### config.mk
export PLATFORM = sky130hd
export DESIGN_NAME = priority_ready_queue_scheduler
export DESIGN_NICKNAME = d
export VERILOG_FILES = /design/src/prq_pkg.sv /design/src/prq_slot_ram.sv /design/src/priority_ready_queue_scheduler.sv
export SDC_FILE = /design/constraint.sdc
export NUM_CORES = 2
export LEC_CHECK = 0
export BUFFER_PORTS_ARGS = -buffer_cell sky130_fd_sc_hd__buf_2
export CAP_MARGIN = 15
export CORE_MARGIN = 1.5
export CORE_UTILIZATION = 30
export DETAILED_ROUTE_END_ITERATION = 16
export MAX_ROUTING_LAYER = met4
export PLACE_DENSITY_LB_ADDON = 0.2
export REMOVE_ABC_BUFFERS = 1
export SLEW_MARGIN = 15
export SYNTH_ARGS = -nofsm -noshare
export SYNTH_HDL_FRONTEND = slang
export SYNTH_HIERARCHICAL = 1
export SYNTH_SLANG_ARGS = --single-unit
### constraint.sdc
create_clock -name i_clk -period 11.23 [get_ports i_clk]
set_input_delay 2.246 -clock i_clk [delete_from_list [all_inputs] [get_ports i_clk]]
set_output_delay 2.246 -clock i_clk [all_outputs]
set_load 0.03 [all_outputs]
### src/prq_pkg.sv
package prq_pkg;

    localparam int LEVELS     = 8;
    localparam int TASKS      = 16;
    localparam int DEPTH      = 16;
    localparam int LVL_W      = $clog2(LEVELS);
    localparam int ID_W       = $clog2(TASKS);
    localparam int POS_W      = $clog2(DEPTH);
    localparam int FILL_W     = POS_W + 1;
    localparam int ADDR_W     = LVL_W + POS_W;
    localparam int SLICE_W    = 16;
    localparam int SW_W       = 32;
    localparam int IN_DATA_W  = 24;
    localparam int OUT_DATA_W = 64;

    typedef enum logic [2:0] {
        CMD_ADD    = 3'd0,
        CMD_REMOVE = 3'd1,
        CMD_SET    = 3'd2,
        CMD_PICK   = 3'd3,
        CMD_TICK   = 3'd4,
        CMD_START  = 3'd5,
        CMD_STOP   = 3'd6,
        CMD_NONE   = 3'd7
    } t_cmd;

    typedef enum logic [1:0] {
        ST_DONE   = 2'd0,
        ST_RANGE  = 2'd1,
        ST_FULL   = 2'd2,
        ST_NOTASK = 2'd3
    } t_status;

    localparam logic [1:0] FLAG_BLOCKED = 2'd0;
    localparam logic [1:0] FLAG_READY   = 2'd1;
    localparam logic [1:0] FLAG_RUNNING = 2'd2;

endpackage

### src/prq_slot_ram.sv
module prq_slot_ram
    import prq_pkg::*;
(
    input  logic              i_clk,
    input  logic              i_we,
    input  logic [ADDR_W-1:0] i_waddr,
    input  logic [ID_W-1:0]   i_wdata,
    input  logic [ADDR_W-1:0] i_raddr,
    output logic [ID_W-1:0]   o_rdata
);

    logic [ID_W-1:0] r_mem [LEVELS*DEPTH];

    always_ff @(posedge i_clk) begin
        if (i_we) begin
            r_mem[i_waddr] <= i_wdata;
        end
        o_rdata <= r_mem[i_raddr];
    end

endmodule

### src/priority_ready_queue_scheduler.sv
// Ready-list scheduler with one ring queue of task ids per priority level,
// kept in a single slot memory with one write and one registered read port.
// One command is taken at a time and its result is held in an output register
// until it is taken; the input is not ready until then. Add and set ready flag
// pass through their own state and then the finish register before the result
// shows, and stop, a tick while stopped and the unused code go straight to the
// finish register. Pick, tick and start walk the levels from highest to lowest,
// reading the head of each non-empty level from the slot memory. Remove compares
// one queue slot at a time and then closes the gap one slot at a time, each step
// waiting on the registered read port of the slot memory.
module priority_ready_queue_scheduler
    import prq_pkg::*;
(
    input  logic                  i_clk,
    input  logic                  i_rst_n,
    input  logic                  s_axis_tvalid,
    output logic                  s_axis_tready,
    // tdata: task_id[3:0], task_priority[6:4], task_slice[22:7], ready_flag[23].
    input  logic [IN_DATA_W-1:0]  s_axis_tdata,
    // tuser: cmd[2:0].
    input  logic [2:0]            s_axis_tuser,
    output logic                  m_axis_tvalid,
    input  logic                  m_axis_tready,
    // tdata: status[1:0], chosen_id[5:2], prev_valid[6], prev_id[10:7],
    // slice_loaded[26:11], switch_count[58:27], is_running[59], zeros above.
    output logic [OUT_DATA_W-1:0] m_axis_tdata
);

    typedef enum logic [9:0] {
        S_IDLE    = 10'b0000000001,
        S_ADD     = 10'b0000000010,
        S_SET     = 10'b0000000100,
        S_RM_RD   = 10'b0000001000,
        S_RM_CMP  = 10'b0000010000,
        S_SH_RD   = 10'b0000100000,
        S_SH_WR   = 10'b0001000000,
        S_SC_CHK  = 10'b0010000000,
        S_SC_DATA = 10'b0100000000,
        S_TK_PREV = 10'b1000000000
    } t_state;

    t_state r_state;
    logic   r_disp;
    logic   r_fin;

    t_cmd                r_cmd;
    logic [ID_W-1:0]     r_id;
    logic [LVL_W-1:0]    r_pri;
    logic [SLICE_W-1:0]  r_slice_in;
    logic                r_rdy_in;

    logic [POS_W-1:0]    r_head   [LEVELS];
    logic [FILL_W-1:0]   r_fill   [LEVELS];
    logic [LVL_W-1:0]    r_level  [TASKS];
    logic [1:0]          r_flags  [TASKS];
    logic [SLICE_W-1:0]  r_slices [TASKS];

    logic [ID_W-1:0]     r_cur;
    logic                r_cur_v;
    logic                r_run;
    logic [SW_W-1:0]     r_sw;
    logic [SLICE_W-1:0]  r_slice_left;
    logic [LVL_W-1:0]    r_lvl;
    logic [FILL_W-1:0]   r_pos;
    logic [ID_W-1:0]     r_next;

    t_status             r_status;
    logic [ID_W-1:0]     r_chosen;
    logic                r_pv;
    logic [ID_W-1:0]     r_pid;
    logic                r_out_valid;
    logic [OUT_DATA_W-1:0] r_out;

    logic                accept;
    logic [LVL_W-1:0]    q_idx;
    logic [POS_W-1:0]    q_head;
    logic [FILL_W-1:0]   q_fill;
    logic [POS_W-1:0]    q_tail;
    logic [ID_W-1:0]     flag_idx;
    logic [1:0]          flag_rd;
    logic                ram_we;
    logic [ADDR_W-1:0]   ram_waddr;
    logic [ID_W-1:0]     ram_wdata;
    logic [ADDR_W-1:0]   ram_raddr;
    logic [ID_W-1:0]     ram_rdata;
    logic [FILL_W-1:0]   pos_inc;
    logic                slice_en;

    assign s_axis_tready = (r_state == S_IDLE) && !r_disp && !r_fin && !r_out_valid;
    assign accept        = s_axis_tvalid && s_axis_tready;
    assign m_axis_tvalid = r_out_valid;
    assign m_axis_tdata  = r_out;
    assign slice_en      = (r_status == ST_DONE) && (r_cmd == CMD_TICK || r_cmd == CMD_START);

    always_comb begin
        if (r_state == S_TK_PREV) begin
            q_idx = r_level[r_cur];
        end else if (r_state == S_SC_CHK || r_state == S_SC_DATA) begin
            q_idx = r_lvl;
        end else begin
            q_idx = r_pri;
        end
    end

    assign q_head   = r_head[q_idx];
    assign q_fill   = r_fill[q_idx];
    assign q_tail   = q_head + q_fill[POS_W-1:0];
    assign flag_idx = (r_state == S_SC_DATA) ? ram_rdata : r_cur;
    assign flag_rd  = r_flags[flag_idx];
    assign pos_inc  = r_pos + FILL_W'(1);

    always_comb begin
        ram_we    = 1'b0;
        ram_waddr = {q_idx, q_tail};
        ram_wdata = r_id;
        ram_raddr = {q_idx, q_head};
        unique case (r_state)
            S_ADD: begin
                ram_we = !q_fill[POS_W];
            end
            S_RM_RD: begin
                ram_raddr = {q_idx, q_head + r_pos[POS_W-1:0]};
            end
            S_SH_RD: begin
                ram_raddr = {q_idx, q_head + pos_inc[POS_W-1:0]};
            end
            S_SH_WR: begin
                ram_we    = 1'b1;
                ram_waddr = {q_idx, q_head + r_pos[POS_W-1:0]};
                ram_wdata = ram_rdata;
            end
            S_SC_DATA: begin
                ram_we    = (flag_rd != FLAG_READY);
                ram_wdata = ram_rdata;
            end
            S_TK_PREV: begin
                ram_we    = r_cur_v && (flag_rd == FLAG_RUNNING) && !q_fill[POS_W];
                ram_wdata = r_cur;
            end
            default: begin
            end
        endcase
    end

    prq_slot_ram u_slot_ram (
        .i_clk   (i_clk),
        .i_we    (ram_we),
        .i_waddr (ram_waddr),
        .i_wdata (ram_wdata),
        .i_raddr (ram_raddr),
        .o_rdata (ram_rdata)
    );

    always_ff @(posedge i_clk) begin
        if (!i_rst_n) begin
            r_state      <= S_IDLE;
            r_disp       <= 1'b0;
            r_fin        <= 1'b0;
            r_out_valid  <= 1'b0;
            r_cur        <= '0;
            r_cur_v      <= 1'b0;
            r_run        <= 1'b0;
            r_sw         <= '0;
            r_slice_left <= '0;
            for (int i = 0; i < LEVELS; i++) begin
                r_head[i] <= '0;
                r_fill[i] <= '0;
            end
            for (int i = 0; i < TASKS; i++) begin
                r_flags[i] <= FLAG_BLOCKED;
            end
        end else begin
            r_fin <= 1'b0;
            if (m_axis_tvalid && m_axis_tready) begin
                r_out_valid <= 1'b0;
            end
            if (r_fin) begin
                r_out_valid <= 1'b1;
                r_out <= {4'b0, r_run, r_sw, r_slice_left & {SLICE_W{slice_en}},
                          r_pid, r_pv, r_chosen, r_status};
            end
            if (r_disp) begin
                r_disp              <= 1'b0;
                r_cur               <= r_next;
                r_cur_v             <= 1'b1;
                r_flags[r_next]     <= FLAG_RUNNING;
                r_slice_left        <= r_slices[r_next];
                r_sw                <= r_sw + SW_W'(1);
                r_chosen            <= r_next;
                r_status            <= ST_DONE;
                r_fin               <= 1'b1;
            end
            unique case (r_state)
                S_IDLE: begin
                    if (accept) begin
                        r_cmd      <= t_cmd'(s_axis_tuser);
                        r_id       <= s_axis_tdata[3:0];
                        r_pri      <= s_axis_tdata[6:4];
                        r_slice_in <= s_axis_tdata[22:7];
                        r_rdy_in   <= s_axis_tdata[23];
                        r_status   <= ST_DONE;
                        r_chosen   <= '0;
                        r_pv       <= 1'b0;
                        r_pid      <= '0;
                        r_pos      <= '0;
                        r_lvl      <= LVL_W'(LEVELS - 1);
                        unique case (t_cmd'(s_axis_tuser))
                            CMD_ADD:    r_state <= S_ADD;
                            CMD_REMOVE: r_state <= S_RM_RD;
                            CMD_SET:    r_state <= S_SET;
                            CMD_PICK:   r_state <= S_SC_CHK;
                            CMD_TICK: begin
                                if (r_run) begin
                                    r_state <= S_SC_CHK;
                                end else begin
                                    r_status <= ST_NOTASK;
                                    r_fin    <= 1'b1;
                                end
                            end
                            CMD_START: begin
                                r_run   <= 1'b1;
                                r_state <= S_SC_CHK;
                            end
                            CMD_STOP: begin
                                r_run <= 1'b0;
                                r_fin <= 1'b1;
                            end
                            default: begin
                                r_fin <= 1'b1;
                            end
                        endcase
                    end
                end
                S_ADD: begin
                    if (q_fill[POS_W]) begin
                        r_status <= ST_FULL;
                    end else begin
                        r_level[r_id]  <= r_pri;
                        r_slices[r_id] <= r_slice_in;
                        r_fill[q_idx]  <= q_fill + FILL_W'(1);
                    end
                    r_fin   <= 1'b1;
                    r_state <= S_IDLE;
                end
                S_SET: begin
                    r_flags[r_id] <= r_rdy_in ? FLAG_READY : FLAG_BLOCKED;
                    r_fin         <= 1'b1;
                    r_state       <= S_IDLE;
                end
                S_RM_RD: begin
                    if (r_pos == q_fill) begin
                        r_status <= ST_NOTASK;
                        r_fin    <= 1'b1;
                        r_state  <= S_IDLE;
                    end else begin
                        r_state <= S_RM_CMP;
                    end
                end
                S_RM_CMP: begin
                    if (ram_rdata == r_id) begin
                        r_state <= S_SH_RD;
                    end else begin
                        r_pos   <= pos_inc;
                        r_state <= S_RM_RD;
                    end
                end
                S_SH_RD: begin
                    if (pos_inc >= q_fill) begin
                        r_fill[q_idx] <= q_fill - FILL_W'(1);
                        r_fin         <= 1'b1;
                        r_state       <= S_IDLE;
                    end else begin
                        r_state <= S_SH_WR;
                    end
                end
                S_SH_WR: begin
                    r_pos   <= pos_inc;
                    r_state <= S_SH_RD;
                end
                S_SC_CHK: begin
                    if (q_fill != '0) begin
                        r_state <= S_SC_DATA;
                    end else if (r_lvl == '0) begin
                        r_status <= ST_NOTASK;
                        r_fin    <= 1'b1;
                        r_state  <= S_IDLE;
                    end else begin
                        r_lvl <= r_lvl - LVL_W'(1);
                    end
                end
                S_SC_DATA: begin
                    r_head[q_idx] <= q_head + POS_W'(1);
                    if (flag_rd == FLAG_READY) begin
                        r_fill[q_idx] <= q_fill - FILL_W'(1);
                        r_next        <= ram_rdata;
                        if (r_cmd == CMD_PICK) begin
                            r_chosen <= ram_rdata;
                            r_fin    <= 1'b1;
                            r_state  <= S_IDLE;
                        end else begin
                            r_state <= S_TK_PREV;
                        end
                    end else if (r_lvl == '0) begin
                        r_status <= ST_NOTASK;
                        r_fin    <= 1'b1;
                        r_state  <= S_IDLE;
                    end else begin
                        r_lvl   <= r_lvl - LVL_W'(1);
                        r_state <= S_SC_CHK;
                    end
                end
                S_TK_PREV: begin
                    r_pv  <= r_cur_v;
                    r_pid <= r_cur_v ? r_cur : '0;
                    if (r_cur_v && flag_rd == FLAG_RUNNING) begin
                        r_flags[r_cur] <= FLAG_READY;
                        if (!q_fill[POS_W]) begin
                            r_fill[q_idx] <= q_fill + FILL_W'(1);
                        end
                    end
                    r_disp  <= 1'b1;
                    r_state <= S_IDLE;
                end
                default: begin
                    r_state <= S_IDLE;
                end
            endcase
        end
    end

    a_ready_excl: assert property (@(posedge i_clk) disable iff (!i_rst_n)
        s_axis_tready |-> !m_axis_tvalid)
        else $error("input ready while a result is pending");

    a_busy_after_accept: assert property (@(posedge i_clk) disable iff (!i_rst_n)
        accept |=> !s_axis_tready)
        else $error("ready right after an accepted beat");

    a_fin_valid: assert property (@(posedge i_clk) disable iff (!i_rst_n)
        r_fin |=> m_axis_tvalid)
        else $error("finished command did not present a result");

    a_fill_range: assert property (@(posedge i_clk) disable iff (!i_rst_n)
        (r_state == S_SC_CHK) |-> (q_fill <= FILL_W'(DEPTH)))
        else $error("queue fill beyond depth");

endmodule
==> qor.csv <==
stage,metric,value,unit
worst_setup_path,worstPathCellList,mux4_1 -> mux2_2 -> a2bb2oi_1 -> nand2_1 -> inv_2 -> nand2_1 -> nand2_1 -> a221oi_1 -> o21ai_0 -> ha_1 -> nand4_1 -> o211ai_1 -> xnor2_1 -> mux2i_1 -> xnor2_1 -> nor2b_1 -> nand3_1 -> nor3_1,
synthesis,ys.flop_type,edfxtp_1,
outcome,outcome,finished clean,
power,power_leakage,16.6,nW
placed_design,dpl_worst_slack,3210,ps
global_routing,grt_pass1_vias,26100,
clocking,h-tree-depth,3,
synthesis,synth_cell_type_count,99,
global_routing,grt_use_total,15.6,%
sta,hold_violations,0,
synthesis,ys_warn_count,6,
placed_design,gp_congestion,0.840,
worst_setup_path,crit_path_max_incr_delay,800,ps
clocking,clockBufferDepth,3,
clocking,cts_resized,0,
worst_setup_path,critPathSlowestCell,dfxtp_1,
routing,avgRoutedWirePerCell,24.0,um
clocking,clock-sinks,1105,
clocking,numCtsBuffers,118,
global_routing,use_met3,2.28,%
power,pwr_density_cell,224,nW/um^2
worst_setup_path,cp_top_family,simple AND/OR/NAND/NOR gates,
floorplanning,die_w,395,um
routing,dr.first_iter.drc_count,2135,
floorplanning,initial_core_util,30.2,%
routing,drt_first_pass_iters,6,
global_routing,grt_util_met1,19.8,%
sta,skew,111,ps
synthesis,syn_area_per_cell,17.0,um^2
synthesis,synth_edf_count,1014,
cells_and_area,drive_gt1_share,22.9,%
floorplanning,dieArea,156000,um^2
clocking,cts-root-buf,clkbuf_16,
sta,relSlewSlack,19.7,%
sta,min_period_over_period,71.0,%
routing,via_per_inst,5.02,
power,peakVddDrop,0.000210,V
synthesis,async_flop_share,0,%
clocking,cts_setup_buffers,0,
clocking,clock_latency,750,ps
synthesis,ys_seq_area_share,70.2,%
placed_design,dp_hpwl,72700,um
sta,drv_slew,0,
floorplanning,die-height,395,um
global_routing,grtUsageMet2,26.1,%
sta,max_freq,0.125,GHz
sta,grt_setup_unrepaired,no,
routing,vias,24800,
routing,wirelength,119000,um
global_routing,gr-total-overflow,0,
worst_setup_path,crit_fanout,35,
clocking,cts_hold_buffers,0,
sta,setup_viol,0,
synthesis,synth_area,46000,um^2
cells_and_area,n_antenna_cell,0,
floorplanning,core.rowCount,143,
sta,worst_pin_slew,1200,ps
sta,worst_slack,3250,ps
worst_setup_path,cp_num_buf_inv,1,
global_routing,top_usage_layer,met2,
clocking,clkTransAtPathRegs,60,ps
worst_setup_path,cpMostUsedCell,nand2_1,
floorplanning,core,152000,um^2
cells_and_area,syn2layout_area_growth,14.8,%
global_routing,grt_pass1_wl,177000,um
worst_setup_path,required,11610,ps
placed_design,port_buffers,92,
job,maxCapViolations,0,
routing,postRouteAntennaNets,0,
worst_hold_path,hold_class,flop to flop,
floorplanning,ios,97,
cells_and_area,nets,2866,
sta,timing.hold.ws,427,ps
global_routing,grt_start_max_net_pins,129,
worst_setup_path,worst_ep_arrival_time,8360,ps
worst_setup_path,end_kind,flop,
clocking,cts_tree,done,
routing,drc_errors,0,
worst_hold_path,hp-start,r_pid[2]$_SDFFCE_PN0P_,
synthesis,synthCells,2702,
global_routing,antenna_found_initial,1,
worst_setup_path,crit_path_start_kind,flop,
sta,min_period,7980,ps
sta,setup_tns,0,ps
synthesis,ys_ff_latch,1105,
worst_setup_path,path_class,flop to flop,
-- flip-flops by register name (all words and copies together), names as in the netlist, 4 cells and up, named ones only --
register / cells
m_axis_tdata: 60
r_chosen: 4
r_cur: 4
r_fill: 40
r_flags: 32
r_head: 32
r_id: 4
r_level: 48
r_next: 4
r_pid: 4
r_pos: 5
r_slice_in: 16
r_slice_left: 16
r_slices: 256
r_state: 10
r_sw: 32
u_slot_ram/o_rdata: 4
u_slot_ram/r_mem: 512
-- metrics by stage --
stage / utilization, % / power, W / cell area, um^2 / std cells
CTS: 34.7 / 0.0120 / 52800 / 4948
floorplan: - / 0.00735 / 45300 / 2553
global placement: 32.1 / 0.00803 / 48900 / 4723
detailed placement: 32.1 / 0.00806 / 48900 / 4723
global route: 34.7 / 0.0123 / 52800 / 4948
finish: 34.7 / 0.0118 / 52800 / 4948
-- where the power goes --
group          total, W  internal [W]  switching [W]
logic           0.00317       0.00125        0.00192
registers       0.00477       0.00466       0.000108
clock network   0.00389       0.00223        0.00166
total            0.0118       0.00814        0.00368
-- final cells by class --
cell class	count	area [um^2]
multi-input combinational	1414	13100
timing repair buffer	140	848
fill	14400	99300
clock inverter	81	825
sequential	1105	32300
clock buffer	144	3110
tap	2030	2540
inverter	34	133
-- synthesized netlist by cell type (all sizes together), types with 22 or more instances --
cell / n / area, um^2
and2: 57 / 359
nor3: 58 / 313
nand2b: 29 / 189
nor2: 260 / 981
mux2i: 56 / 564
o21ai: 45 / 225
xnor2: 41 / 359
o211ai: 22 / 165
mux4: 260 / 5880
nand3: 62 / 310
edfxtp: 1014 / 30400
buf: 66 / 367
nor2b: 36 / 225
dfxtp: 91 / 1820
inv: 34 / 133
nand2: 157 / 602
a21oi: 47 / 239
clkbuf: 86 / 323
-- kinds of logic after synthesis --
group	count (synthesis)	share of synthesized area [%]
buffers and inverters	186	1.79
flip-flops	1105	70.2
adder cells (fa/ha/maj)	22	0.631
multiplexers	335	14.5
other	1	0.00815
AND/OR/NAND/NOR	761	8.14
AO/OA/AOI/OAI	237	3.72
XOR/XNOR	55	1.06
-- worst paths after layout --
| kind | to | slack [ps] | depth (start not counted) |
|---|---|---|---|
| max | u_slot_ram/r_mem[78][2]$_DFFE_PP_ | 3250 | 18 |
| min | m_axis_tdata[9]$_DFFE_PP_ | 430 | 0 |
| max reg2reg | u_slot_ram/r_mem[78][2]$_DFFE_PP_ | 3250 | 18 |
| min reg2reg | m_axis_tdata[9]$_DFFE_PP_ | 430 | 0 |
-- layer usage --
metal / vias to the layer above / share of wire, %
li1: 10900 / -
met1: 13000 / 43
met2: 774 / 50
met3: 170 / 4.9
met4: 0 / 2.2
met5: - / 0
-- cells in the final DEF (no fill, tap or decap), drive strengths merged, types with 14 or more instances in the layout --
cell	Yosys	layout
nor4	21	21
nand2	157	157
and3	20	20
xnor2	41	41
mux2	19	19
buf	66	140
a21oi	47	47
inv	34	36
ha	20	20
nand3	62	62
clkinv	0	59
o21ai	45	45
dfxtp	91	91
nand2b	29	29
mux2i	56	56
and2	57	57
nor2b	36	36
nor3	58	58
o211ai	22	22
mux4	260	260
xor2	14	14
nand4	18	18
edfxtp	1014	1014
nor2	260	260
clkbuf	86	144
No activity file was read; power rests on OpenSTA's default activity.
